**src/rtl/bcd_pkg.sv**
```systemverilog
// ----------------------------------------------------------------------------
// bcd_pkg: shared types and constants of the button click event detector
// field widths, configuration register map and lane event record
// ----------------------------------------------------------------------------
`default_nettype none

package bcd_pkg;

  localparam int unsigned NumButtonsDefault = 11;

  localparam int unsigned FieldW = 11;
  localparam int unsigned TickW = 10;
  localparam int unsigned CntW = 11;
  localparam int unsigned CfgIdxW = 2;
  localparam int unsigned CfgDataW = 11;

  localparam int unsigned InDataW = 16;
  localparam int unsigned OutDataW = 48;

  localparam logic [CntW-1:0] CntMax = {CntW{1'b1}};

  localparam logic [FieldW-1:0] PolarityReset = 11'd2047;
  localparam logic [TickW-1:0] LongReset = 10'd200;
  localparam logic [TickW-1:0] ShortReset = 10'd5;
  localparam logic [TickW-1:0] WindowReset = 10'd50;

  typedef enum logic [CfgIdxW-1:0] {
    CfgPolarity = 2'd0,
    CfgLong     = 2'd1,
    CfgShort    = 2'd2,
    CfgWindow   = 2'd3
  } cfg_idx_e;

  typedef struct packed {
    logic [TickW-1:0] long_ticks;
    logic [TickW-1:0] short_ticks;
    logic [TickW-1:0] window_ticks;
  } lane_cfg_t;

  typedef struct packed {
    logic pressed;
    logic short_ev;
    logic double_ev;
    logic long_ev;
  } lane_evt_t;

  typedef struct packed {
    logic [FieldW-1:0] long_mask;
    logic [FieldW-1:0] double_mask;
    logic [FieldW-1:0] short_mask;
    logic [FieldW-1:0] pressed_mask;
  } result_t;

  function automatic logic [CntW-1:0] sat_inc(input logic [CntW-1:0] v);
    sat_inc = (v == CntMax) ? CntMax : v + CntW'(1);
  endfunction

endpackage

`default_nettype wire

```
**src/rtl/bcd_lane.sv**
```systemverilog
// ----------------------------------------------------------------------------
// bcd_lane: per-button click detector
// tracks arm, hold and gap state of one button and flags its events per tick
// ----------------------------------------------------------------------------
`default_nettype none

module bcd_lane (
  input  wire                  clk_i,
  input  wire                  rst_ni,
  input  wire                  en_i,
  input  wire                  level_i,
  input  wire                  polarity_i,
  input  bcd_pkg::lane_cfg_t   cfg_i,
  output bcd_pkg::lane_evt_t   evt_o
);
  import bcd_pkg::*;

  logic            armed_q, armed_d;
  logic            last_q, last_d;
  logic            pend_q, pend_d;
  logic [CntW-1:0] hold_q, hold_d;
  logic [CntW-1:0] gap_q, gap_d;
  logic [CntW-1:0] hold_inc, gap_inc;
  logic            pressed;

  assign pressed  = (level_i == polarity_i);
  assign hold_inc = sat_inc(hold_q);
  assign gap_inc  = sat_inc(gap_q);

  always_comb begin
    armed_d = armed_q;
    last_d  = pressed;
    pend_d  = pend_q;
    hold_d  = hold_q;
    gap_d   = gap_q;
    evt_o   = '0;
    evt_o.pressed = pressed;
    if (pressed) begin
      if (armed_q) begin
        if (!last_q) begin
          hold_d = '0;
        end else begin
          hold_d = hold_inc;
          if (hold_inc > CntW'(cfg_i.long_ticks)) begin
            evt_o.long_ev = 1'b1;
            armed_d = 1'b0;
          end
        end
      end
    end else if (last_q) begin
      if ((hold_q < CntW'(cfg_i.long_ticks)) && (hold_q > CntW'(cfg_i.short_ticks))) begin
        hold_d = '0;
        gap_d  = '0;
        if (pend_q) begin
          pend_d = 1'b0;
          evt_o.double_ev = 1'b1;
        end else begin
          pend_d = 1'b1;
        end
      end
    end else begin
      armed_d = 1'b1;
      if (pend_q) begin
        gap_d = gap_inc;
        if (gap_inc > CntW'(cfg_i.window_ticks)) begin
          pend_d = 1'b0;
          gap_d  = '0;
          evt_o.short_ev = 1'b1;
        end
      end
    end
  end

  always_ff @(posedge clk_i or negedge rst_ni) begin
    if (!rst_ni) begin
      armed_q <= 1'b0;
      last_q  <= 1'b0;
      pend_q  <= 1'b0;
      hold_q  <= '0;
      gap_q   <= '0;
    end else if (en_i) begin
      armed_q <= armed_d;
      last_q  <= last_d;
      pend_q  <= pend_d;
      hold_q  <= hold_d;
      gap_q   <= gap_d;
    end
  end

endmodule

`default_nettype wire

```
**src/rtl/bcd_merge.sv**
```systemverilog
// ----------------------------------------------------------------------------
// bcd_merge: lane merge and output buffer
// gathers lane events into result masks and holds them in a two-entry skid
// ----------------------------------------------------------------------------
`default_nettype none

module bcd_merge #(
  parameter int unsigned NUM_BUTTONS = bcd_pkg::NumButtonsDefault
) (
  input  wire                  clk_i,
  input  wire                  rst_ni,
  input  wire                  push_i,
  input  bcd_pkg::lane_evt_t   evt_i [NUM_BUTTONS],
  output logic                 ready_o,
  output logic                 valid_o,
  input  wire                  take_i,
  output bcd_pkg::result_t     result_o
);
  import bcd_pkg::*;

  result_t merged;
  result_t out_q, out_d;
  result_t skid_q, skid_d;
  logic    out_v_q, out_v_d;
  logic    skid_v_q, skid_v_d;

  for (genvar i = 0; i < FieldW; i++) begin : g_bit
    if (i < NUM_BUTTONS) begin : g_lane
      assign merged.pressed_mask[i] = evt_i[i].pressed;
      assign merged.short_mask[i]   = evt_i[i].short_ev;
      assign merged.double_mask[i]  = evt_i[i].double_ev;
      assign merged.long_mask[i]    = evt_i[i].long_ev;
    end else begin : g_pad
      assign merged.pressed_mask[i] = 1'b0;
      assign merged.short_mask[i]   = 1'b0;
      assign merged.double_mask[i]  = 1'b0;
      assign merged.long_mask[i]    = 1'b0;
    end
  end

  always_comb begin
    out_d    = out_q;
    out_v_d  = out_v_q;
    skid_d   = skid_q;
    skid_v_d = skid_v_q;
    if (!out_v_q || take_i) begin
      if (skid_v_q) begin
        out_d    = skid_q;
        out_v_d  = 1'b1;
        skid_d   = merged;
        skid_v_d = push_i;
      end else begin
        out_d   = merged;
        out_v_d = push_i;
      end
    end else if (push_i) begin
      skid_d   = merged;
      skid_v_d = 1'b1;
    end
  end

  always_ff @(posedge clk_i or negedge rst_ni) begin
    if (!rst_ni) begin
      out_v_q  <= 1'b0;
      skid_v_q <= 1'b0;
    end else begin
      out_v_q  <= out_v_d;
      skid_v_q <= skid_v_d;
    end
  end

  always_ff @(posedge clk_i) begin
    out_q  <= out_d;
    skid_q <= skid_d;
  end

  assign ready_o  = !skid_v_q;
  assign valid_o  = out_v_q;
  assign result_o = out_q;

endmodule

`default_nettype wire

```
**src/rtl/button_click_event_detector_core.sv**
```systemverilog
// ----------------------------------------------------------------------------
// button_click_event_detector_core: short, double and long press detector
// one lane per button updates on every scan tick; masks leave per tick
// ----------------------------------------------------------------------------
//  channel   direction  handshake              payload
//  s_axis    in         s_axis_tvalid/tready   tdata: levels
//  m_axis    out        m_axis_tvalid/tready   tdata: pressed, short, double, long
//  cfg       in         cfg_we_i               cfg_index_i, cfg_data_i
//
//  one scan tick per cycle while s_axis_tready is high; all lanes update in the cycle the tick is taken
//  each result is registered in the output entry, or in the skid entry while the output entry is busy
//  a two-entry output skid keeps input ready while only one result waits
//  reset clears all lane state and loads register defaults
// ----------------------------------------------------------------------------
`default_nettype none

module button_click_event_detector_core #(
  parameter int unsigned NUM_BUTTONS = bcd_pkg::NumButtonsDefault
) (
  input  wire                           clk_i,
  input  wire                           rst_ni,
  input  wire                           s_axis_tvalid,
  output logic                          s_axis_tready,
  input  wire  [bcd_pkg::InDataW-1:0]   s_axis_tdata,   // levels[10:0]
  output logic                          m_axis_tvalid,
  input  wire                           m_axis_tready,
  output logic [bcd_pkg::OutDataW-1:0]  m_axis_tdata,   // pressed, short, double, long
  input  wire                           cfg_we_i,
  input  wire  [bcd_pkg::CfgIdxW-1:0]   cfg_index_i,
  input  wire  [bcd_pkg::CfgDataW-1:0]  cfg_data_i
);
  import bcd_pkg::*;

  logic [FieldW-1:0] polarity_q;
  lane_cfg_t         cfg_q;
  logic              accept;
  logic [FieldW-1:0] levels;
  lane_evt_t         evt [NUM_BUTTONS];
  result_t           result;

  always_ff @(posedge clk_i or negedge rst_ni) begin
    if (!rst_ni) begin
      polarity_q         <= PolarityReset;
      cfg_q.long_ticks   <= LongReset;
      cfg_q.short_ticks  <= ShortReset;
      cfg_q.window_ticks <= WindowReset;
    end else if (cfg_we_i) begin
      unique case (cfg_idx_e'(cfg_index_i))
        CfgPolarity: polarity_q         <= cfg_data_i[FieldW-1:0];
        CfgLong:     cfg_q.long_ticks   <= cfg_data_i[TickW-1:0];
        CfgShort:    cfg_q.short_ticks  <= cfg_data_i[TickW-1:0];
        CfgWindow:   cfg_q.window_ticks <= cfg_data_i[TickW-1:0];
        default: ;
      endcase
    end
  end

  assign accept = s_axis_tvalid && s_axis_tready;
  assign levels = s_axis_tdata[FieldW-1:0];

  for (genvar i = 0; i < NUM_BUTTONS; i++) begin : g_lane
    logic lvl, pol;
    if (i < FieldW) begin : g_in
      assign lvl = levels[i];
      assign pol = polarity_q[i];
    end else begin : g_out
      assign lvl = 1'b0;
      assign pol = 1'b0;
    end
    bcd_lane u_lane (
      .clk_i      (clk_i),
      .rst_ni     (rst_ni),
      .en_i       (accept),
      .level_i    (lvl),
      .polarity_i (pol),
      .cfg_i      (cfg_q),
      .evt_o      (evt[i])
    );
  end

  bcd_merge #(
    .NUM_BUTTONS (NUM_BUTTONS)
  ) u_merge (
    .clk_i    (clk_i),
    .rst_ni   (rst_ni),
    .push_i   (accept),
    .evt_i    (evt),
    .ready_o  (s_axis_tready),
    .valid_o  (m_axis_tvalid),
    .take_i   (m_axis_tready),
    .result_o (result)
  );

  assign m_axis_tdata = {{(OutDataW - 4*FieldW){1'b0}}, result};

endmodule

`default_nettype wire
```
**config.mk**
```make
export PLATFORM = sky130hd
export DESIGN_NAME = button_click_event_detector_core
export DESIGN_NICKNAME = d
export VERILOG_FILES = /design/src/rtl/bcd_pkg.sv /design/src/rtl/bcd_lane.sv /design/src/rtl/bcd_merge.sv /design/src/rtl/button_click_event_detector_core.sv
export SDC_FILE = /design/constraint.sdc
export NUM_CORES = 1
export LEC_CHECK = 0
export BUFFER_PORTS_ARGS = -buffer_cell sky130_fd_sc_hd__buf_4
export CORE_MARGIN = 4
export CORE_UTILIZATION = 54
export CTS_CLUSTER_DIAMETER = 30
export CTS_CLUSTER_SIZE = 14
export DETAILED_ROUTE_END_ITERATION = 6
export HOLD_SLACK_MARGIN = 0.05
export PLACE_DENSITY = 0.79
export SYNTH_ARGS = -nofsm -noshare
export SYNTH_HDL_FRONTEND = slang
export SYNTH_SLANG_ARGS = --single-unit
```
**constraint.sdc**
```tcl
create_clock -name clk_i -period 14 [get_ports clk_i]
set_input_delay 1.4 -clock clk_i [delete_from_list [all_inputs] [get_ports clk_i]]
set_output_delay 1.4 -clock clk_i [all_outputs]
set_load 0.02 [all_outputs]
```
; Yosys cells after proc, flatten, opt, wreduce, memory -nomap -nowiden
; Index checks and enable logic that the tools add are counted.
[word_totals]
reg_bits = 406
latchBits = 0
ramBits = 0
mem_bits_ro = 0
in_bits = 34
out_inout_bits = 50
word_cells = 664
n_memories = 0
[op_classes]
addsub = 22
mul = 0
div = 0
n_lt_le_gt_ge = 44
eq_ne = 70
shifts = 0
n_mux = 349
bitwise_logic = 11
n_reduce_logical = 99
[ops]
columns = operator, count
row1 = $mux W11, 110
row2 = $gt A11 B10 Y1, 33
row3 = $add A11 B1 Y11 const B, 22
row4 = $eq A11 B11 Y1 const B, 22
row5 = $mux W1, 224
row6 = $mux W44, 4
row7 = $lt A11 B10 Y1, 11
row8 = $reduce_and A4 Y1, 22
row9 = $reduce_bool A2 Y1, 34
row10 = $ne A2 B2 Y1 const B, 22
row11 = $reduce_and A3 Y1, 11
row12 = $reduce_and A2 Y1, 16
row13 = $ne A2 B1 Y1 const B, 12
row14 = $mux W2, 11
row15 = $logic_and A1 B1 Y1, 12
row16 = $eq A1 B1 Y1, 11
row17 = $not A1 Y1, 11
row18 = $eq A2 B2 Y1 const B, 2
row19 = $eq A2 B1 Y1 const B, 1
row20 = $logic_not A1 Y1, 2
row21 = $logic_not A2 Y1, 1
row22 = $logic_or A1 B1 Y1, 1

; Depth between registers and ports, before layout
; Gate-level depths: netlist of run 1.
[depth]
depth_word = 9
mapped_depth = 17
mapped_depth_nobuf = 16

; By module
; From an unflattened synthesis of run 1, not the netlist that was laid out.
[hier_totals]
cells_unflattened = 3725
area_unflattened_um2 = 33821.2
[by_module_without_submodules]
columns = module, instances, cells_per_inst, area_per_inst_um2
row1 = bcd_lane (g_lane[2].u_lane ...), 5, 312, 2636.3
row2 = bcd_lane (g_lane[0].u_lane ...), 4, 316, 2625.0
row3 = bcd_merge, 1, 145, 3338.2
row4 = bcd_lane (g_lane[4].u_lane), 1, 337, 2627.5
row5 = bcd_lane (g_lane[9].u_lane), 1, 324, 2558.7
row6 = button_click_event_detector_core, 1, 95, 1615.3

; Least setup slack after synthesis of run 1
; No wires, ideal clock.
[synth_path]
path_type = input-to-reg
start = input port m_axis_tready
end = register u_merge.skid_q[0] (netlist name) (enable)
setup_ns = 0.506
arrival_ns = 5.800
t_required_ns = 13.494
path_slack_ns = 7.694
stages = 2
path_buffers = 0
cell_sequence = nand2b_1 o21ai_0
[synth_between]
elab_chain_cells = 3
[synth_rtl]
columns = element, line
row1 = start: declaration, button_click_event_detector_core.sv:26  ; input wire m_axis_tready,
row2 = $logic_or A1 B1 Y1 (*), bcd_merge.sv:46  ; if (!out_v_q || take_i) begin
row3 = $ne A2 B1 Y1 (no source line) or $reduce_bool A2 Y1 (tied branches), -
row4 = $reduce_and A2 Y1 (no source line) (*), -
row5 = end signal: assignment, bcd_merge.sv:74  ; skid_q <= skid_d;
row6 = end: declaration, bcd_merge.sv:23  ; result_t skid_q, skid_d;
; Every way passes the cells marked *; elsewhere a longest branch is shown, timed or not.
; A chain may end at the register's enable or synchronous reset.

; Worst setup path in the final report of run 1
[layout_path]
start = register g_lane[8].u_lane.gap_q[0]
end = register g_lane[8].u_lane.gap_q[0]
[layout_between]
elab_chain_cells = 6
[layout_rtl]
columns = element, line
row1 = start: declaration, bcd_lane.sv:22  ; logic [CntW-1:0] gap_q, gap_d;
row2 = start signal: assignment, bcd_lane.sv:86  ; gap_q <= gap_d;
row3 = $add A11 B1 Y11 or $eq A11 B11 Y1 (tied branches), bcd_pkg.sv:55  ; sat_inc = (v == CntMax) ? CntMax : v + CntW'(1);
row4 = $mux W11 (*), bcd_pkg.sv:55
row5 = $gt A11 B10 Y1, bcd_lane.sv:65  ; if (gap_inc > CntW'(cfg_i.window_ticks)) begin
row6 = $mux W11 (*), bcd_lane.sv:65
row7 = $mux W11 (*), bcd_lane.sv:63  ; if (pend_q) begin
row8 = $mux W11 (*), bcd_lane.sv:50  ; end else if (last_q) begin
; Every way passes the cells marked *; elsewhere a longest branch is shown, timed or not. The select of a mux whose other input is x is not followed.

==> results.toml, run 1 <==
[floorplanning]
io_pins = 84
rows = 86
die_x_um = 246
core_area_mm2 = 0.0555
start_util = 0.549
die_y_um = 246
fp.dieArea_mm2 = 0.0603

[critical_path]
r2r_cells = 13
startpoint = "g_lane[8].u_lane.gap_q[0]"
cp.depth = 13
critPathLaunchType = "register"
r2r_slack_ns = 9.79
crit_type = "reg -> reg"
cp_top_family = "simple AND/OR/NAND/NOR gates"
crit_fanout = 10
cp-endpoint = "g_lane[8].u_lane.gap_q[0]"
slowest_delay_ns = 0.72
arrival_ns = 4.79
path_buf_inv = 0
slowest_stage = "a311oi_1"
rr_endpoint = "g_lane[8].u_lane.gap_q[0]"
r2r_start = "g_lane[8].u_lane.gap_q[0]"
end_kind = "register"
required_ns = 14.57
critical_path.cell_chain = "ha_1 > and3_1 > and3_1 > nand4_1 > nand2_1 > ha_1 > nand3_1 > or2_2 > o22ai_1 > a31oi_1 > a311oi_1 > and4_1 > mux2_2"

[cells_and_area]
final_common_cell = "ha_1"
syn2layout_area_growth_pct = 15.4
fillCellCount = 4442
stdcell_area_mm2 = 0.0352
drive_gt1_frac = 0.130
mostFrequentLayoutCells = "ha_1, nand2_1, dfrtp_1"
nNetsFinal = 3797

[detailed_routing]
drtIter0Drc = 2445
via_count = 25811
wl_met3_um = 6970
met1Wirelength_um = 34700
ant_nets = 0
route.top_layer_used = "met4"
vias_per_cell = 6.23
wl_met2_um = 37900
drc_errors = 0
drt_first_pass_iters = 5
wire_per_inst_um = 20.2
routed_wl_um = 83500

[yosys]
synth_area_mm2 = 0.0305
synth_top_family_by_area = "adder cells"
synth_adder_area_share = 0.185
yosysSeqAreaShare = 0.348
synth_seq_cells = 406
ys.flop_type = "dfrtp_1"
syn-instance-count = 3200
synth-compound-area-share = 0.164
synth_enable_flop_cells = 88
muxShareOfSynthArea = 0.0424
yosys.area_share.simple = 0.179
async_reset_ff_frac = 0.783
synth_warnings = 0
synthXorXnorAreaFrac = 0.0496
synthDistinctLibCells = 89
syn_area_per_cell_um2 = 9.53

[pwr]
power_density_mw_per_mm2 = 152
power_uw = 5330
vdd_drop_max_uv = 121
leakage_uw = 0.0175

[place]
dp_hpwl_um = 55000
port_buffers = 74
placed_area_mm2 = 0.0318
place.gp.congestion = 0.906

[global_route]
grt_overflow = 0
grt_usage = 0.274
grt_max_degree = 149
antenna_found_initial = 1
grt_pass1_wl_um = 133000
grt_pass1_vias = 24957

[sta]
setup_viol = 0
maxSlewViolCount = 0
tightest_slew_ns = 1.12
setup-tns-final_ns = 0
slew_headroom = 0.253
fin_crit_ns = 4.21
max_freq_mhz = 237
hold_viol = 0
fin_skew_ns = 0.0353
rsz0062_at_grt = "no"
period_share = 0.301

[cts]
cts_setup_buffers = 0
clkSinkCount = 406
hold_buffers = 0
path_clk_slew_ns = 0.06
cts-root-buf = "clkbuf_16"
cts_buffers = 96
h-tree-depth = 3
cts_buffer_depth = 3
insertion_delay_ns = 0.64
cts.repair.resized = 0
tritoncts = "yes"

[job]
timing.max_cap.violations = 0

[hold_path]
min_path_type = "reg -> reg"

[outcome]
status = "finished, final reports clean"
sequential cells by signal (all words and copies together), names as in the netlist:
signal                 cells
g_lane.u_lane.gap_q      121
g_lane.u_lane.hold_q     121
u_merge.result_o          44
u_merge.skid_q            44
cfg_q                     30
g_lane.u_lane.armed_q     11
g_lane.u_lane.last_q      11
g_lane.u_lane.pend_q      11
polarity_q                11
u_merge.skid_v_q           1
u_merge.valid_o            1
power by group:
| part | internal (uW) | leakage (uW) | switching, uW |
|---|---|---|---|
| registers | 1380 | 0.00503 | 194 |
| logic | 580 | 0.0109 | 891 |
| clock network | 1520 | 0.00165 | 766 |
kinds of logic after synthesis:
| group | Yosys count |
|---|---|
| compound gates | 752 |
| xor+xnor | 171 |
| fa+ha+maj | 451 |
| buf+inv | 226 |
| flops | 406 |
| mux | 113 |
| other cells | 1 |
| simple gates | 1080 |
through the flow:
step	hold slack [ns]	instances	setup WS (ns)	util
3_5_place_dp	0.494	3962	9.90	0.573
2_1_floorplan	0.468	3203	7.69	-
5_1_grt	0.520	4142	9.60	0.634
4_1_cts	0.506	4142	9.87	0.634
6_report	0.505	4144	9.79	0.634
3_3_place_gp	0.486	3962	9.94	0.573
metal layers:
metal  track usage  vias to the layer above
met4         0.122                        0
met3        0.0589                      266
met2         0.437                      991
met5             0                        -
met1         0.362                    12365
li1              -                    12189
worst reg2reg max path, stage by stage, from the launching register on:
cell and delay, ns:
dfrtp_1 0.42, ha_1 0.24, and3_1 0.21, and3_1 0.24, nand4_1 0.34, nand2_1 0.14, ha_1 0.34, nand3_1 0.07
or2_2 0.28, o22ai_1 0.17, a31oi_1 0.07, a311oi_1 0.72, and4_1 0.66, mux2_2 0.26
layout make-up:
cell class,instances,area (um^2),share of cell area
sequential,406,10600,0.302
inverter,132,495,0.0141
clock buffer,119,2640,0.0751
clock inverter,61,708,0.0201
tap,748,936,0.0266
timing repair buffer,105,808,0.0230
multi-input combinational,2571,19000,0.539
antenna,2,5.00,0.000142
cells in the mapped netlist (29+ instances only):
cell / n / area [um^2]
a211oi_1: 37 / 278
a21o_1: 84 / 631
a21oi_1: 221 / 1110
a22o_1: 119 / 1040
a31oi_1: 29 / 181
and2_1: 36 / 225
and3_1: 79 / 494
clkbuf_1: 69 / 259
dfrtp_1: 299 / 7480
edfxtp_1: 88 / 2640
ha_1: 451 / 5640
inv_1: 126 / 473
mux2_2: 93 / 1050
nand2_1: 356 / 1340
nand3_1: 148 / 741
nand4_1: 86 / 538
nor2_1: 146 / 548
nor2b_1: 36 / 225
nor3_1: 55 / 275
o21ai_0: 133 / 666
xnor2_1: 104 / 911
xor2_1: 65 / 569
worst min path at each step:
stage	from	cells after the start	end	slack (ns)
2_1_floorplan	g_lane[2].u_lane.gap_q[10]	1	g_lane[2].u_lane.gap_q[10]	0.47
3_3_place_gp	cfg_q[9]	1	cfg_q[9]	0.49
3_5_place_dp	cfg_q[24]	1	cfg_q[24]	0.49
4_1_cts	cfg_q[24]	1	cfg_q[24]	0.51
5_1_grt	cfg_q[15]	1	cfg_q[15]	0.52
6_report	cfg_q[24]	1	cfg_q[24]	0.50
Power figures use the tool's default switching activity.
==> run 2: changes to the inputs <==
==> constraint.sdc (replaced) <==
create_clock -name clk_i -period 3.9 [get_ports clk_i]
set_input_delay 0.39 -clock clk_i [delete_from_list [all_inputs] [get_ports clk_i]]
set_output_delay 0.39 -clock clk_i [all_outputs]
set_load 0.02 [all_outputs]
==> run 2 against run 1 <==
Global-route usage increased by 0.60 points. Worst hold slack got worse by 0.41 ns. Clock power increased to 4.0 times the previous value. Setup slack got worse by 9.6 ns. Non-clock buffer count increased by 84. Flip-flop and latch count unchanged. Combinational power increased to 3.8 times the previous value. Die area unchanged. Clock skew decreased by 0.0050 ns. Routed wire length increased by 2.4%. Critical endpoint is now u_merge.result_o[16].
==> results.toml, run 2 (synthesized netlist as in run 1, its figures left out) <==
[hold_path]
holdCritStartpoint = "cfg_data_i[9]"
hold-path-endpoint = "cfg_q[29]"
min_path_cells = 2
min_path_type = "in -> reg"

[cells_and_area]
final_common_cell = "ha_1"
antenna_cells = 0
nNetsFinal = 3883
mostFrequentLayoutCells = "ha_1, nand2_1, dfrtp_1"
final_core_util = 0.654
top_regs = "g_lane.u_lane.gap_q x121, g_lane.u_lane.hold_q x121"
stdcell_area_mm2 = 0.0363
drive_gt1_frac = 0.152
syn2layout_area_growth_pct = 19.2

[floorplanning]
die_x_um = 246
io_pins = 84
core_area_mm2 = 0.0555
die_y_um = 246
fp.dieArea_mm2 = 0.0603
start_util = 0.549
rows = 86

[pwr]
vdd_drop_max_uv = 394
power_uw = 20300
power_density_mw_per_mm2 = 560
leakage_uw = 0.0181

[critical_path]
path_buf_inv = 1
arrival_ns = 4.12
required_ns = 4.30
crit_type = "reg -> reg"
rr_endpoint = "u_merge.result_o[16]"
critical_path.cell_chain = "ha_1 > and3_1 > and4_1 > and3_1 > nand2_1 > buf_4 > nand2_1 > ha_1 > nand4_1 > a21oi_1 > a2111oi_0 > o31ai_2 > nor3b_1 > mux2_2"
critPathLaunchType = "register"
end_kind = "register"
slowest_stage = "a2111oi_0"
crit_fanout = 7
r2r_cells = 14
slowest_delay_ns = 0.54
r2r_slack_ns = 0.18
r2r_start = "g_lane[5].u_lane.gap_q[0]"
cp_top_family = "simple AND/OR/NAND/NOR gates"

[global_route]
grt_pass1_wl_um = 137000
grt_overflow = 0
grt_max_degree = 85
antenna_found_initial = 1
grt_usage = 0.280
grt_pass1_vias = 25826

[sta]
hold_ws_ns = 0.0961
setup-tns-final_ns = 0
fin_crit_ns = 3.72
slew_headroom = 0.187
hold_viol = 0
setup_viol = 0
tightest_slew_ns = 1.21
period_share = 0.953
maxSlewViolCount = 0
max_freq_mhz = 269
fin_skew_ns = 0.0303

[cts]
h-tree-depth = 3
insertion_delay_ns = 0.66
cts_buffers = 98
cts-root-buf = "clkbuf_16"
clkSinkCount = 406
tritoncts = "yes"
path_clk_slew_ns = 0.05
cts_buffer_depth = 3

[place]
dp_hpwl_um = 58500
place.gp.congestion = 0.927
placed_area_mm2 = 0.0324
port_buffers = 74

[detailed_routing]
drt_first_pass_iters = 6
via_count = 26378
drc_errors = 0
vias_per_cell = 6.23
routed_wl_um = 85600
ant_nets = 0
wire_per_inst_um = 20.2
drtIter0Drc = 2293

[job]
timing.max_cap.violations = 0

[outcome]
status = "finished, final reports clean"
-- run 2: cell types whose count changed in the layout (fill, tap and decap cells not counted), moves of 2 or more --
cell / change
diode_2: -2
clkinv_8: +4
clkbuf_8: -3
inv_8: -5
clkinv_4: -3
dlygate4sd3_1: +11
inv_6: -10
buf_4: +69
clkbuf_1: -5
clkinvlp_4: +9
buf_12: +4
bufinv_16: +12
clkinv_16: +4
-- run 2: where the power goes --
group,switching [uW],leakage [uW],total [uW],internal (uW)
Combinational,3290,0.0113,5520,2230
Sequential,659,0.00503,5610,4950
Clock,2920,0.00180,9200,6280
Total,6870,0.0181,20300,13500
-- run 2: timing repair --
item                                   CTS  global route
endpoints found under the hold margin  105             0
buffers inserted                         0             2
resized for setup                        0             4
hold buffers                            11             0
setup endpoints to repair                0            15
-- run 2: stage by stage --
step | setup WS (ns) | cells
2_1_floorplan | 0.163 | 3203
4_1_cts | 0.183 | 4230
3_5_place_dp | 0.222 | 4033
3_3_place_gp | 0.335 | 4033
5_1_grt | -0.0122 | 4232
6_report | 0.183 | 4232
-- run 2: metal layers --
metal,wire [um],global-route usage,vias up,share of wire
li1,-,-,12355,-
met4,3790,0.122,0,0.044
met5,0,0,-,0
met3,6110,0.0453,261,0.071
met1,36400,0.371,12678,0.43
met2,39300,0.457,1084,0.46
-- run 2: area by class of cell --
type / instances / area [um^2]
fill: 4331 / 19200
multi-input combinational: 2571 / 19000
sequential: 406 / 10600
clock buffer: 112 / 2610
timing repair buffer: 189 / 1520
clock inverter: 74 / 1170
tap: 748 / 936
inverter: 132 / 495
-- run 2: worst max path at each step --
stage               cells past startpoint  slack [ns]                       from              endpoint
floorplan                               6        0.16           u_merge.skid_v_q     u_merge.skid_q[0]
CTS                                    14        0.18  g_lane[9].u_lane.gap_q[0]  u_merge.result_o[20]
detailed placement                     14        0.22  g_lane[9].u_lane.gap_q[0]  u_merge.result_o[20]
global placement                       14        0.34  g_lane[9].u_lane.gap_q[0]  u_merge.result_o[20]
global route                           15       -0.01  g_lane[9].u_lane.gap_q[0]  u_merge.result_o[20]
finish                                 14        0.18  g_lane[5].u_lane.gap_q[0]  u_merge.result_o[16]
==> run 3: changes to the inputs <==
--- a/config.mk
+++ b/config.mk
@@ -6,6 +6,7 @@
 export NUM_CORES = 1
 export LEC_CHECK = 0
 export BUFFER_PORTS_ARGS = -buffer_cell sky130_fd_sc_hd__buf_4
+export CAP_MARGIN = 40
 export CORE_MARGIN = 4
 export CORE_UTILIZATION = 54
 export CTS_CLUSTER_DIAMETER = 30
==> constraint.sdc (replaced) <==
create_clock -name clk_i -period 3.59 [get_ports clk_i]
set_input_delay 0.359 -clock clk_i [delete_from_list [all_inputs] [get_ports clk_i]]
set_output_delay 0.359 -clock clk_i [all_outputs]
set_load 0.02 [all_outputs]
==> run 3 against run 2 <==
Worst hold slack improved by 0.071 ns. Final cell count increased by 1.2%. Fmax increased by 7.9%. Global-route usage increased by 0.87 points. Clock skew decreased by 0.0054 ns. Combinational power increased by 13%. Largest power group unchanged.
==> results.toml, run 3 (synthesized netlist as in run 1, its figures left out) <==
[detailed_routing]
via_count = 26629
drt_first_pass_iters = 5
wire_per_inst_um = 20.5
routed_wl_um = 87700
ant_nets = 0
drc_errors = 0
drtIter0Drc = 2455
vias_per_cell = 6.22

[place]
pre_cts_ws_ns = 0.0196
dp.cells = 4073
placed_area_mm2 = 0.0328
dp_hpwl_um = 58600
place.gp.congestion = 0.934
port_buffers = 74

[floorplanning]
core_area_mm2 = 0.0555
start_util = 0.549
die_x_um = 246
die_y_um = 246
rows = 86
io_pins = 84
fp.dieArea_mm2 = 0.0603

[sta]
max_freq_mhz = 290
period_share = 0.960
setup-tns-final_ns = 0
hold_viol = 0
hold_ws_ns = 0.167
tightest_slew_ns = 0.886
fin_skew_ns = 0.0249
setup_viol = 0
fin_crit_ns = 3.45
slew_headroom = 0.404
fin_ws_ns = 0.144
maxSlewViolCount = 0
rsz0062_at_grt = "yes"

[cells_and_area]
stdcell_area_mm2 = 0.0367
stdcell_count = 4282
drive_gt1_frac = 0.168
syn2layout_area_growth_pct = 20.3
nNetsFinal = 3931
final_common_cell = "ha_1"
top_regs = "g_lane.u_lane.gap_q x121, g_lane.u_lane.hold_q x121"
multiInputGateArea_mm2 = 0.0190
fillCellCount = 4260
seq_area_mm2 = 0.0106
mostFrequentLayoutCells = "ha_1, nand2_1, dfrtp_1"

[global_route]
grt_usage = 0.289
grt_pass1_wl_um = 140000
grt_pass1_vias = 26198
grt_max_degree = 81
antenna_found_initial = 2
grt_overflow = 0

[critical_path]
end_kind = "register"
cp.depth = 16
required_ns = 4.15
r2r_cells = 16
arrival_ns = 4.01
r2r_slack_ns = 0.14
cp_top_family = "simple AND/OR/NAND/NOR gates"
cp-endpoint = "g_lane[2].u_lane.gap_q[8]"
r2r_start = "g_lane[2].u_lane.gap_q[0]"
path_buf_inv = 2
critPathLaunchType = "register"
critical_path.cell_chain = "ha_1 > and2_1 > nand2_1 > nor2_1 > nand2_2 > buf_4 > nand2_1 > ha_1 > and3_1 > o21ai_0 > a21oi_1 > or4_4 > nor3_1 > buf_4 > and3_1 > a221o_1"
crit_fanout = 7
crit_type = "reg -> reg"
startpoint = "g_lane[2].u_lane.gap_q[0]"
slowest_delay_ns = 0.54
slowest_stage = "or4_4"
rr_endpoint = "g_lane[2].u_lane.gap_q[8]"

[cts]
tritoncts = "yes"
cts_buffer_depth = 3
path_clk_slew_ns = 0.05
clkSinkCount = 406
h-tree-depth = 3
cts-root-buf = "clkbuf_16"
cts_buffers = 99
insertion_delay_ns = 0.65

[job]
timing.max_cap.violations = 0

[pwr]
vdd_drop_max_uv = 537
leakage_uw = 0.0183
power_density_mw_per_mm2 = 598

[hold_path]
min_path_type = "in -> reg"

[outcome]
status = "finished, final reports clean"
==> run 3: cell count changes in the layout (fill, tap and decap cells not counted), sizes merged, moves of 3 or more <==
cell	change
clkinv	-4
buf	+45
bufinv	-3
clkbuf	+4
==> run 3: tightest hold or removal path: stages <==
cell and delay, ns:
buf_4 0.09, xor2_1 0.10, o21ai_0 0.14
==> run 3: repair_timing <==
| item | in CTS | in global routing |
|---|---|---|
| pin swaps | 0 | 6 |
| setup endpoints to repair | 1 | 73 |
| gates resized for setup | 1 | 27 |
| setup buffers | 0 | 5 |
| hold buffers | 13 | 0 |
| hold endpoints to repair | 112 | 0 |
==> run 3: worst min-delay path by stage <==
stage	startpoint	end	slack (ns)	cells past startpoint
2_1_floorplan	rst_ni	cfg_q[0]	0.06	0
3_3_place_gp	rst_ni	g_lane[0].u_lane.gap_q[4]	0.40	1
3_5_place_dp	rst_ni	g_lane[0].u_lane.gap_q[4]	0.41	1
4_1_cts	s_axis_tdata[0]	u_merge.skid_q[0]	0.15	3
5_1_grt	s_axis_tdata[0]	u_merge.skid_q[0]	0.17	3
6_report	s_axis_tdata[2]	u_merge.result_o[2]	0.17	3
==> run 3: metal layers <==
metal  vias to the layer above  global-route usage  wire (um)
met3                       280              0.0665       7190
met5                         -                   0         13
li1                      12460                   -          -
met2                      1028               0.459      39600
met1                     12859               0.385      37100
met4                         2               0.115       3840
==> run 3: report_power, final <==
| part | switching [uW] | total [uW] | internal [uW] | leakage, uW |
|---|---|---|---|---|
| Combinational | 3700 | 6230 | 2530 | 0.0116 |
| Sequential | 675 | 6060 | 5380 | 0.00503 |
| Clock | 3030 | 9650 | 6620 | 0.00173 |
==> run 3: per-stage QoR <==
step | total power, uW | util
2_1_floorplan | 10000 | -
3_3_place_gp | 11900 | 0.591
3_5_place_dp | 12100 | 0.591
4_1_cts | 21900 | 0.658
5_1_grt | 23100 | 0.661
6_report | 21900 | 0.661
==> run 3: layout make-up <==
type / instances / area share
multi-input combinational: 2571 / 0.519
tap: 748 / 0.0255
clock buffer: 116 / 0.0726
inverter: 132 / 0.0135
timing repair buffer: 236 / 0.0534
sequential: 406 / 0.290
antenna: 2 / 0.000136
clock inverter: 71 / 0.0258
